===== src/rtl/bcc_pkg.sv =====
package bcc_pkg;

    localparam int unsigned DEBOUNCE_RESET_US   = 20 * 1000;
    localparam int unsigned LONG_PRESS_RESET_US = 250 * 1000;
    localparam int unsigned GAP_RESET_US        = 300 * 1000;
    localparam logic [1:0]  CLICK_MAX           = 2'd3;
    localparam int unsigned QUEUE_DEPTH         = 4;

    typedef enum logic [1:0] {
        MODE_IDLE     = 2'd0,
        MODE_DEBOUNCE = 2'd1,
        MODE_PRESSED  = 2'd2,
        MODE_LONG     = 2'd3
    } t_mode;

    typedef enum logic [2:0] {
        EV_CLICK      = 3'd0,
        EV_DOUBLE     = 3'd1,
        EV_TRIPLE     = 3'd2,
        EV_PRESS_DOWN = 3'd3,
        EV_RELEASE    = 3'd4
    } t_event;

    typedef enum logic [1:0] {
        CFG_DEBOUNCE   = 2'd0,
        CFG_LONG_PRESS = 2'd1,
        CFG_GAP        = 2'd2
    } t_cfg_index;

    // Events caused by one poll: the first one always, the second when has_second is set.
    typedef struct packed {
        logic   has_second;
        t_event first;
        t_event second;
    } t_job;

    // Queue status seen by the front and the back.
    typedef struct packed {
        logic full;
        logic empty;
    } t_queue_status;

    function automatic t_event click_event(input logic [1:0] count);
        logic [1:0] code;
        code = count - 2'd1;
        return t_event'({1'b0, code});
    endfunction

endpackage


===== src/rtl/bcc_front.sv =====
module bcc_front (
    input  logic                i_clk,
    input  logic                i_rst_n,
    input  logic                i_valid,
    input  logic                i_pin_level,
    input  logic [31:0]         i_time_us,
    input  logic                i_cfg_valid,
    input  logic [1:0]          i_cfg_index,
    input  logic [31:0]         i_cfg_data,
    input  bcc_pkg::t_queue_status i_q_status,
    output logic                o_stall,
    output logic                o_push,
    output bcc_pkg::t_job       o_job
);

    bcc_pkg::t_mode r_mode, n_mode;
    logic [31:0]    r_time, n_time;
    logic [1:0]     r_count, n_count;
    logic [31:0]    r_debounce, r_long_press, r_gap;
    logic [31:0]    elapsed;
    logic           accept;
    logic           push;
    bcc_pkg::t_job  job;

    assign o_stall = i_q_status.full;
    assign accept  = i_valid && !i_q_status.full;
    assign elapsed = i_time_us - r_time;
    assign o_push  = accept && push;
    assign o_job   = job;

    always_ff @(posedge i_clk) begin
        if (!i_rst_n) begin
            r_debounce   <= 32'(bcc_pkg::DEBOUNCE_RESET_US);
            r_long_press <= 32'(bcc_pkg::LONG_PRESS_RESET_US);
            r_gap        <= 32'(bcc_pkg::GAP_RESET_US);
        end else if (i_cfg_valid) begin
            unique case (i_cfg_index)
                bcc_pkg::CFG_DEBOUNCE:   r_debounce   <= i_cfg_data;
                bcc_pkg::CFG_LONG_PRESS: r_long_press <= i_cfg_data;
                bcc_pkg::CFG_GAP:        r_gap        <= i_cfg_data;
                default: ;
            endcase
        end
    end

    always_ff @(posedge i_clk) begin
        if (!i_rst_n) begin
            r_mode  <= bcc_pkg::MODE_IDLE;
            r_time  <= '0;
            r_count <= '0;
        end else if (accept) begin
            r_mode  <= n_mode;
            r_time  <= n_time;
            r_count <= n_count;
        end
    end

    always_comb begin
        n_mode         = r_mode;
        n_time         = r_time;
        n_count        = r_count;
        push           = 1'b0;
        job.has_second = 1'b0;
        job.first      = bcc_pkg::EV_PRESS_DOWN;
        job.second     = bcc_pkg::EV_PRESS_DOWN;
        unique case (r_mode)
            bcc_pkg::MODE_IDLE: begin
                if (r_count != 2'd0 && elapsed > r_gap) begin
                    push      = 1'b1;
                    job.first = bcc_pkg::click_event(r_count);
                    n_count   = 2'd0;
                end
                // A press in the same poll still starts debouncing.
                if (!i_pin_level) begin
                    n_time = i_time_us;
                    n_mode = bcc_pkg::MODE_DEBOUNCE;
                end
            end
            bcc_pkg::MODE_DEBOUNCE: begin
                if (i_pin_level) begin
                    n_time = i_time_us;
                    n_mode = bcc_pkg::MODE_IDLE;
                end else if (elapsed > r_debounce) begin
                    n_time = i_time_us;
                    n_mode = bcc_pkg::MODE_PRESSED;
                end
            end
            bcc_pkg::MODE_PRESSED: begin
                if (i_pin_level) begin
                    if (r_count < bcc_pkg::CLICK_MAX) begin
                        n_count = r_count + 2'd1;
                    end
                    n_time = i_time_us;
                    n_mode = bcc_pkg::MODE_IDLE;
                end else if (elapsed > r_long_press) begin
                    // A pending click sequence is flushed ahead of the press-down.
                    push = 1'b1;
                    if (r_count != 2'd0) begin
                        job.has_second = 1'b1;
                        job.first      = bcc_pkg::click_event(r_count);
                    end
                    n_count = 2'd0;
                    n_time  = i_time_us;
                    n_mode  = bcc_pkg::MODE_LONG;
                end
            end
            bcc_pkg::MODE_LONG: begin
                if (i_pin_level) begin
                    push      = 1'b1;
                    job.first = bcc_pkg::EV_RELEASE;
                    n_time    = i_time_us;
                    n_mode    = bcc_pkg::MODE_IDLE;
                end
            end
            default: ;
        endcase
    end

endmodule


===== src/rtl/bcc_queue.sv =====
module bcc_queue #(
    parameter int unsigned DEPTH = bcc_pkg::QUEUE_DEPTH
) (
    input  logic                   i_clk,
    input  logic                   i_rst_n,
    input  logic                   i_push,
    input  bcc_pkg::t_job          i_job,
    input  logic                   i_pop,
    output bcc_pkg::t_job          o_job,
    output bcc_pkg::t_queue_status o_status
);

    // DEPTH must be at least two.
    localparam int unsigned AW = $clog2(DEPTH);
    localparam int unsigned CW = $clog2(DEPTH + 1);

    bcc_pkg::t_job r_mem [DEPTH];
    logic [AW-1:0] r_wr_ptr, r_rd_ptr;
    logic [CW-1:0] r_count;
    logic          do_push, do_pop;

    assign o_status.full  = (r_count == CW'(DEPTH));
    assign o_status.empty = (r_count == '0);
    assign do_push = i_push && !o_status.full;
    assign do_pop  = i_pop && !o_status.empty;
    assign o_job   = r_mem[r_rd_ptr];

    function automatic logic [AW-1:0] next_ptr(input logic [AW-1:0] ptr);
        return (ptr == AW'(DEPTH - 1)) ? '0 : ptr + AW'(1);
    endfunction

    always_ff @(posedge i_clk) begin
        if (do_push) begin
            r_mem[r_wr_ptr] <= i_job;
        end
    end

    always_ff @(posedge i_clk) begin
        if (!i_rst_n) begin
            r_wr_ptr <= '0;
            r_rd_ptr <= '0;
            r_count  <= '0;
        end else begin
            if (do_push) begin
                r_wr_ptr <= next_ptr(r_wr_ptr);
            end
            if (do_pop) begin
                r_rd_ptr <= next_ptr(r_rd_ptr);
            end
            if (do_push && !do_pop) begin
                r_count <= r_count + CW'(1);
            end else if (do_pop && !do_push) begin
                r_count <= r_count - CW'(1);
            end
        end
    end

endmodule


===== src/rtl/bcc_back.sv =====
module bcc_back (
    input  logic                   i_clk,
    input  logic                   i_rst_n,
    input  bcc_pkg::t_job          i_job,
    input  bcc_pkg::t_queue_status i_q_status,
    input  logic                   i_stall,
    output logic                   o_pop,
    output logic                   o_valid,
    output logic [2:0]             o_event_code,
    output logic                   o_last_of_run
);

    logic            r_valid, n_valid;
    bcc_pkg::t_event r_code, n_code;
    logic            r_last, n_last;
    logic            r_pend, n_pend;
    bcc_pkg::t_event r_pend_code, n_pend_code;
    logic            slot_free;

    assign slot_free     = !r_valid || !i_stall;
    assign o_valid       = r_valid;
    assign o_event_code  = r_code;
    assign o_last_of_run = r_last;

    always_comb begin
        n_valid     = r_valid;
        n_code      = r_code;
        n_last      = r_last;
        n_pend      = r_pend;
        n_pend_code = r_pend_code;
        o_pop       = 1'b0;
        if (slot_free) begin
            priority if (r_pend) begin
                n_valid = 1'b1;
                n_code  = r_pend_code;
                n_last  = 1'b1;
                n_pend  = 1'b0;
            end else if (!i_q_status.empty) begin
                o_pop       = 1'b1;
                n_valid     = 1'b1;
                n_code      = i_job.first;
                n_last      = !i_job.has_second;
                n_pend      = i_job.has_second;
                n_pend_code = i_job.second;
            end else begin
                n_valid = 1'b0;
            end
        end
    end

    always_ff @(posedge i_clk) begin
        if (!i_rst_n) begin
            r_valid <= 1'b0;
            r_pend  <= 1'b0;
        end else begin
            r_valid <= n_valid;
            r_pend  <= n_pend;
        end
    end

    always_ff @(posedge i_clk) begin
        r_code      <= n_code;
        r_last      <= n_last;
        r_pend_code <= n_pend_code;
    end

endmodule


===== src/rtl/button_click_classifier.sv =====
// A poll's events enter the job queue when it is accepted and reach o_valid via the back end's
// output register. Throughput: one poll per cycle unless o_stall; events leave one per cycle
// unless i_stall. Jobs wait in a small job queue; o_stall rises only when it is full.
// Reset (synchronous, active low): mode idle, click count and timestamp zero, thresholds back
// to their defaults, queue and output register empty.
module button_click_classifier #(
    parameter int unsigned QUEUE_DEPTH = bcc_pkg::QUEUE_DEPTH
) (
    input  logic        i_clk,
    input  logic        i_rst_n,
    input  logic        i_valid,
    output logic        o_stall,
    input  logic        i_pin_level,
    input  logic [31:0] i_time_us,
    output logic        o_valid,
    input  logic        i_stall,
    output logic [2:0]  o_event_code,
    output logic        o_last_of_run,
    input  logic        i_cfg_valid,
    output logic        o_cfg_ready,
    input  logic [1:0]  i_cfg_index,
    input  logic [31:0] i_cfg_data
);

    bcc_pkg::t_job          push_job, head_job;
    bcc_pkg::t_queue_status q_status;
    logic                   push, pop;
    logic                   cfg_write;

    assign o_cfg_ready = 1'b1;
    assign cfg_write   = i_cfg_valid && o_cfg_ready;

    bcc_front u_front (
        .i_clk       (i_clk),
        .i_rst_n     (i_rst_n),
        .i_valid     (i_valid),
        .i_pin_level (i_pin_level),
        .i_time_us   (i_time_us),
        .i_cfg_valid (cfg_write),
        .i_cfg_index (i_cfg_index),
        .i_cfg_data  (i_cfg_data),
        .i_q_status  (q_status),
        .o_stall     (o_stall),
        .o_push      (push),
        .o_job       (push_job)
    );

    bcc_queue #(
        .DEPTH (QUEUE_DEPTH)
    ) u_queue (
        .i_clk    (i_clk),
        .i_rst_n  (i_rst_n),
        .i_push   (push),
        .i_job    (push_job),
        .i_pop    (pop),
        .o_job    (head_job),
        .o_status (q_status)
    );

    bcc_back u_back (
        .i_clk         (i_clk),
        .i_rst_n       (i_rst_n),
        .i_job         (head_job),
        .i_q_status    (q_status),
        .i_stall       (i_stall),
        .o_pop         (pop),
        .o_valid       (o_valid),
        .o_event_code  (o_event_code),
        .o_last_of_run (o_last_of_run)
    );

    a_no_overflow: assert property (@(posedge i_clk) disable iff (!i_rst_n)
        !(push && q_status.full))
        else $error("job pushed into a full queue");

    a_no_underflow: assert property (@(posedge i_clk) disable iff (!i_rst_n)
        !(pop && q_status.empty))
        else $error("job popped from an empty queue");

    // The only two-event run is a flushed click sequence followed by press-down.
    a_first_is_click: assert property (@(posedge i_clk) disable iff (!i_rst_n)
        (o_valid && !o_last_of_run) |->
        (o_event_code == bcc_pkg::EV_CLICK || o_event_code == bcc_pkg::EV_DOUBLE ||
         o_event_code == bcc_pkg::EV_TRIPLE))
        else $error("non-final beat is not a click event");

    a_press_follows: assert property (@(posedge i_clk) disable iff (!i_rst_n)
        (o_valid && !i_stall && !o_last_of_run) |=>
        (o_valid && o_last_of_run && o_event_code == bcc_pkg::EV_PRESS_DOWN))
        else $error("flushed click not followed by press-down");

endmodule


===== config.mk =====
export PLATFORM = sky130hd
export DESIGN_NAME = button_click_classifier
export DESIGN_NICKNAME = d
export VERILOG_FILES = /design/src/rtl/bcc_pkg.sv /design/src/rtl/bcc_front.sv /design/src/rtl/bcc_queue.sv /design/src/rtl/bcc_back.sv /design/src/rtl/button_click_classifier.sv
export SDC_FILE = /design/constraint.sdc
export NUM_CORES = 1
export LEC_CHECK = 0
export BUFFER_PORTS_ARGS = -buffer_cell sky130_fd_sc_hd__buf_2
export CORE_MARGIN = 2
export CORE_UTILIZATION = 50
export CTS_CLUSTER_SIZE = 10
export DETAILED_ROUTE_END_ITERATION = 6
export PLACE_DENSITY_LB_ADDON = 0.3
export SYNTH_ARGS = -nofsm -noshare
export SYNTH_HDL_FRONTEND = slang
export SYNTH_HIERARCHICAL = 1
export SYNTH_SLANG_ARGS = --single-unit

===== constraint.sdc =====
create_clock -name i_clk -period 6.9 [get_ports i_clk]
set_clock_uncertainty 0.15 [all_clocks]
set_input_delay 0.69 -clock i_clk [delete_from_list [all_inputs] [get_ports i_clk]]
set_output_delay 0.69 -clock i_clk [all_outputs]
set_load 0.1 [all_outputs]

==> impl_results.md, run 1 <==
- Core ar.: 21,900 µm²
- Drt via density: 5.48
- Beginning of the critical path: i_time_us[0]
- Worst supply voltage drop on vdd: 0.000166 V
- Met1 usage: 30.3%
- Synth Area per Inst: 8.59 µm²
- Seq pwr share: 37.0%
- Net Sw Power: 1.05 mW
- Synth async-reset ratio: 0%
- Clk sink count: 178
- Share of layout cells above drive strength 1: 11.2%
- Ant diodes: 0
- Critical path's top delay family: compound AO/OA/AOI/OAI gates
- Setup violators final: 0
- Power Dens Cells: 247 nW/µm²
- First-pass GRT wire length: 43.7 mm
- TritonCTS clock tree: done
- DR pass1 iterations: 4
- # fillers: 1,996
- Gate Count Post-Synth: 1,303
- Max Clock Freq: 157 MHz
- Total GRT Usage: 22.8%
- Die area: 23,600 µm²
- Start point of the worst hold path: u_front/r_time[24]
- Largest net degree at the start of global routing: 104
- Type of the most critical hold path: reg2reg
- Initial Util: 51.1%
- RD Place Congestion: 0.947
- Max-cap viol count: 0
- Worst flop-to-flop path startpoint: u_front/r_time[0]
- Top_reg_cell synth: dfxtp_1
- Combinational share of power: 30.4%
- DP Wirelength: 19.6 mm
- Rows: 54
- Total global routing overflow: 0
- Post-CTS Setup Inserts: 0
- Total Power: 3.05 mW
- Slew Limit Fails: 0
- Area Overhead vs Synth: 10.3%
- Gr busiest metal: met2
- Clock Latency Late Sink: 0.44 ns
- Crit path launch type: input pin
- Critical Path Max Stage Delay: 0.55 ns
- Fin crit share: 92.3%
- Via count: 9,012
- Most frequent cells in the layout: nand2_1, inv_1, dfxtp_1
- Synthesis Warnings: 6
- Period minus WS final: 6.37 ns
- WP buf/inv: 4
- Clock network power share: 32.6%
- CP Capture Type: flip-flop
- Commonest non-fill, non-tap cell in the layout: nand2_1
- Hold Slack: 0.308 ns
- Crit-path slowest cell: a2111oi_2
- WL final: 26.6 mm
- Unrepaired setup endpoints after global routing: no
- Vias in the first global route: 8,627
- Initial antenna violation count: 0
- Clock transition at path regs: 0.07 ns
- CTS Buf Count: 17
- Status: complete, no violations
- Met2 Use GR: 38.7%
- Leakage: 4.99 nW
- Mapped cell area: 11,200 µm²
- Final ANT Viol Nets: 0
- Met3 usage: 3.21%
- Avg WL per Cell: 16.2 µm
- Resized Gates After CTS: 0
- Io pins: 79
- Worst Tran Pin Value: 0.953 ns
- Clk root buf: clkbuf_16
- PortBufs: 77
- Die Span Y: 154 µm
- Clock buffer depth: 2
- Power Internal: 1.99 mW
- Hold-fix buffers, CTS: 0
- H-tree depth: 4
- Critical path class: in2reg
- Final #Nets: 1,560
- Synthesized flop and latch total: 178
- Net Sw Frac: 34.6%
- Post-synth EDFFs: 35
- Residual DRC: 0
- Sequential fraction of the synthesis area: 35.0%
- Final Hold Viols: 0
- Slew margin rel.: 36.4%
- Worst-path maximum fanout: 3
- Critical path required time: 7.12 ns
- Chip Width: 154 µm
- Setup TNS: 0 ns
- Synth unique cells: 78
- DRT iter0 DRCs: 559
- CP arrival: 6.59 ns
synth_stat cells, drive strengths merged, types with 5 or more instances:
master	count	share of area (%)
a2111oi	5	0.56
a211oi	6	0.40
a21boi	77	5.2
a21o	28	1.9
a21oi	57	2.6
a31oi	7	0.39
and2	8	0.45
buf	12	0.79
clkbuf	44	1.5
dfxtp	143	26
edfxtp	35	9.4
ha	135	15
inv	149	5.0
mux2i	38	3.4
mux4	7	1.4
nand2	278	9.3
nand2b	7	0.46
nand3	18	0.85
nand4	25	1.6
nor2	31	1.0
nor2b	13	0.73
nor3	12	0.68
o211ai	23	1.5
o21a	9	0.60
o21ai	34	1.5
o31ai	7	0.56
xnor2	22	1.7
xor2	8	0.63
registers in the layout (all words and copies together) (netlist names), named ones only:
| signal | count |
|---|---|
| u_back/o_event_code | 3 |
| u_back/o_last_of_run | 1 |
| u_back/o_valid | 1 |
| u_back/r_pend | 1 |
| u_back/r_pend_code | 3 |
| u_front/r_count | 2 |
| u_front/r_debounce | 32 |
| u_front/r_gap | 32 |
| u_front/r_long_press | 32 |
| u_front/r_mode | 2 |
| u_front/r_time | 32 |
| u_queue/r_count | 3 |
| u_queue/r_mem | 28 |
| u_queue/r_rd_ptr | 2 |
| u_queue/r_wr_ptr | 2 |
through the flow:
| step | setup WS (ns) | instances | util (%) | cell area [µm²] |
|---|---|---|---|---|
| global route | 0.0444 | 1644 | 56.4 | 12300 |
| global placement | 0.313 | 1612 | 53.6 | 11700 |
| CTS | 0.673 | 1644 | 56.4 | 12300 |
| floorplan | 1.06 | 1304 | - | 11200 |
| detailed placement | 0.236 | 1612 | 53.6 | 11700 |
| finish | 0.533 | 1644 | 56.4 | 12300 |
worst reg2reg max path: stages, from the launching register on:
cell	delay, ns
dfxtp_1	0.34
ha_1	0.16
inv_1	0.05
fa_1	0.41
a21oi_1	0.22
o22ai_1	0.17
a2111oi_2	0.55
o31ai_1	0.16
a31oi_1	0.34
o21bai_1	0.16
a21oi_1	0.20
xnor2_1	0.19
ha_1	0.33
nand4_1	0.16
nor4_1	0.46
o31a_1	0.21
o41ai_1	0.10
nor2_1	0.20
o221a_2	0.22
nor2b_1	0.19
ha_1	0.22
inv_1	0.07
fa_1	0.38
xor2_1	0.16
or3_1	0.30
a21boi_1	0.14
worst paths after layout:
check / endpoint / slack (ns) / cells past startpoint
setup reg to reg: u_queue/r_count[2] / 0.59 / 25
setup / recovery: u_queue/r_count[2] / 0.53 / 27
hold reg to reg: u_front/r_time[24] / 0.31 / 2
hold / removal: u_front/r_time[24] / 0.31 / 2
metal layers:
layer	routed length [µm]	up-vias
li1	-	4567
met5	0	-
met3	990	31
met1	12500	4236
met2	12600	178
met4	441	0
logic make-up after synthesis:
family	share of synthesized area [%]
AO/OA/AOI/OAI	17.8
XOR/XNOR	2.35
adder cells (fa/ha/maj)	15.5
buffers and inverters	7.27
flip-flops	35.0
multiplexers	5.11
other	0.101
AND/OR/NAND/NOR	16.9
power groups by stage:
stage	Sequential [mW]	Combinational [mW]	Clock, mW
5_1_grt	1.13	1.04	1.05
3_5_place_dp	1.15	0.908	0
3_3_place_gp	1.15	0.891	0
6_report	1.13	0.925	0.995
2_1_floorplan	1.17	0.660	0
4_1_cts	1.13	0.919	1.02
area by class of cell:
cell class	count	area [µm²]	share of cell area, %
clock buffer	17	425	3.45
clock inverter	15	183	1.48
inverter	149	559	4.53
tap	280	350	2.84
multi-input combinational	921	6470	52.4
timing repair buffer	84	440	3.57
sequential	178	3910	31.7
Note: power is estimated with default switching activity, not from simulation.
==> run 2, diff against run 1 <==
--- a/config.mk
+++ b/config.mk
@@ -8,10 +8,10 @@
 export BUFFER_PORTS_ARGS = -buffer_cell sky130_fd_sc_hd__buf_2
 export CORE_MARGIN = 2
 export CORE_UTILIZATION = 50
-export CTS_CLUSTER_SIZE = 10
 export DETAILED_ROUTE_END_ITERATION = 6
 export PLACE_DENSITY_LB_ADDON = 0.3
 export SYNTH_ARGS = -nofsm -noshare
 export SYNTH_HDL_FRONTEND = slang
 export SYNTH_HIERARCHICAL = 1
 export SYNTH_SLANG_ARGS = --single-unit
+export TNS_END_PERCENT = 10
==> constraint.sdc (replaced) <==
create_clock -name i_clk -period 8.2 [get_ports i_clk]
set_clock_uncertainty 0.15 [all_clocks]
set_input_delay 0.82 -clock i_clk [delete_from_list [all_inputs] [get_ports i_clk]]
set_output_delay 0.82 -clock i_clk [all_outputs]
set_load 0.1 [all_outputs]
==> run 2 against run 1 <==
  * Sequential power down 16%
  * Total power down 17%
  * Die area unchanged
  * Combinational power down 16%
  * Register-to-register slack better by 1.2 ns
  * Flip-flop and latch count unchanged
  * Critical path type unchanged
  * Critical endpoint unchanged
==> impl_results.md, run 2 (synthesized netlist as in run 1, its figures left out) <==
- DR pass1 iterations: 5 (+1)
- Max-cap viol count: 0 (unchanged)
- Area Overhead vs Synth: 10.0%
- Core ar.: 21,900 µm² (unchanged)
- Worst supply voltage drop on vdd: 0.000141 V (-15%)
- Ant diodes: 0 (unchanged)
- Type of the most critical hold path: reg2reg
- Met2 Wirelength: 12.4 mm (-1.6%)
- Final #Nets: 1,559 (-0.064%)
- Total Power: 2.53 mW (-17%)
- Net Sw Frac: 34.8% (+0.23 points)
- Seq pwr share: 37.6% (+0.6 points)
- CTS Buf Count: 17 (unchanged)
- Combinational share of power: 30.6% (+0.2 points)
- Post-CTS Setup Inserts: 0 (unchanged)
- Final ANT Viol Nets: 0 (unchanged)
- R2r worst-path depth: 26 (+4.0%)
- Avg WL per Cell: 15.9 µm (-1.7%)
- Clock network power share: 31.8% (-0.8 points)
- Rows: 54 (unchanged)
- Total GRT Usage: 22.3% (-0.48 points)
- Power Dens Cells: 205 nW/µm² (-17%)
- Worst Tran Pin Value: 0.951 ns (-0.00262 ns)
- Critical path required time: 8.42 ns (+1.30 ns)
- Most frequent cells in the layout: nand2_1, inv_1, dfxtp_1
- Crit-path slowest cell: a2111oi_2
- First-pass GRT wire length: 42.9 mm (-1.7%)
- Residual DRC: 0 (unchanged)
- Vias in the first global route: 8,566 (-0.71%)
- Met3 Wirelength: 1.06 mm (+7.2%)
- Share of layout cells above drive strength 1: 11.1% (-0.14 points)
- Leakage: 4.98 nW (-0.36%)
- Clk sink count: 178 (unchanged)
- Chip Width: 154 µm (unchanged)
- Crit path launch type: input pin
- Unrepaired setup endpoints after global routing: no
- TritonCTS clock tree: done
- Period minus WS final: 6.65 ns
- WL final: 26.1 mm (-1.8%)
- Hold depth: 2 (unchanged)
- Beginning of the critical path: i_time_us[0]
- Setup violators final: 0 (unchanged)
- Clk root buf: clkbuf_16
- Final Hold Viols: 0 (unchanged)
- H-tree depth: 4 (unchanged)
- Clock transition at path regs: 0.07 ns (about the same)
- CP arrival: 6.86 ns (+0.27 ns)
- Io pins: 79 (unchanged)
- Largest net degree at the start of global routing: 102 (-1.9%)
- Fin crit share: 81.1%
- Max Clock Freq: 150 MHz
- Power Internal: 1.65 mW (-17%)
- Net Sw Power: 881 µW (-17%)
- Max Used Layer: met4
- DP Wirelength: 19.6 mm (-0.14%)
- Initial antenna violation count: 0 (unchanged)
- DRT iter0 DRCs: 460 (-18%)
- Hold Slack: 0.309 ns (+0.000764 ns)
- Critical path class: in2reg
- Worst flop-to-flop path startpoint: u_front/r_time[0]
- Hold-fix buffers, CTS: 0 (unchanged)
- Total global routing overflow: 0 (unchanged)
- Status: complete, no violations
- Die area: 23,600 µm² (unchanged)
- Die Span Y: 154 µm (unchanged)
- Slew Limit Fails: 0 (unchanged)
- Initial Util: 51.1% (unchanged)
- Clock Latency Late Sink: 0.43 ns (about the same)
- Commonest non-fill, non-tap cell in the layout: nand2_1
- Start point of the worst hold path: u_front/r_time[22]
- Clock buffer depth: 2 (unchanged)
- Metal-1 WL: 12.2 mm (-2.6%)
- Setup TNS: 0 ns (unchanged)
- Drt via density: 5.49 (+0.11%)
- CP Capture Type: flip-flop
- Slew margin rel.: 36.6% (+0.17 points)
- Worst-path maximum fanout: 7 (+4)
- Via count: 9,016 (+0.044%)
- RD Place Congestion: 0.924 (-2.5%)
- Resized Gates After CTS: 0 (unchanged)
- PortBufs: 77 (unchanged)
- Critical Path Max Stage Delay: 0.54 ns (about the same)
-- run 2: final cells by class --
type | count | area [µm²]
fill | 2014 | 9580
clock buffer | 18 | 429
tap | 280 | 350
clock inverter | 14 | 154
timing repair buffer | 83 | 433
multi-input combinational | 921 | 6470
inverter | 149 | 559
sequential | 178 | 3910
-- run 2: metrics by stage --
| stage | cells | instance area [µm²] | worst slack, ns | utilization (%) |
|---|---|---|---|---|
| after floorplan | 1304 | 11200 | 2.23 | - |
| after global placement | 1611 | 11700 | 1.26 | 53.6 |
| after detailed placement | 1611 | 11700 | 1.16 | 53.6 |
| after CTS | 1643 | 12300 | 1.58 | 56.3 |
| after global routing | 1643 | 12300 | 1.17 | 56.3 |
| final | 1643 | 12300 | 1.55 | 56.3 |
-- run 2: worst max-delay path, delay by kind of cell --
family | cells | cell delay [ns]
adders and majority gates | 5 | 1.55
AOI/OAI and AO/OA | 12 | 2.44
buffers and inverters | 4 | 0.26
and+or+nand+nor | 5 | 1.41
xor gates and xnor gates | 2 | 0.35
-- run 2: worst paths after layout --
kind / endpoint / slack [ns]
min reg2reg: u_front/r_time[22] / 0.31
max: u_queue/r_count[2] / 1.55
max reg2reg: u_queue/r_count[2] / 1.75
min: u_front/r_time[22] / 0.31
-- run 2: power by group through the flow --
stage | sequential (mW) | combinational, mW | clock [mW]
after floorplan | 0.980 | 0.556 | 0
after global placement | 0.968 | 0.751 | 0
after detailed placement | 0.970 | 0.763 | 0
after CTS | 0.950 | 0.769 | 0.822
after global routing | 0.954 | 0.874 | 0.858
final | 0.950 | 0.774 | 0.804
-- run 2: layer usage --
metal | vias up | global-route usage, %
met5 | - | 0
li1 | 4556 | -
met3 | 30 | 2.99
met1 | 4214 | 30.3
met2 | 216 | 37.7
met4 | 0 | 5.81
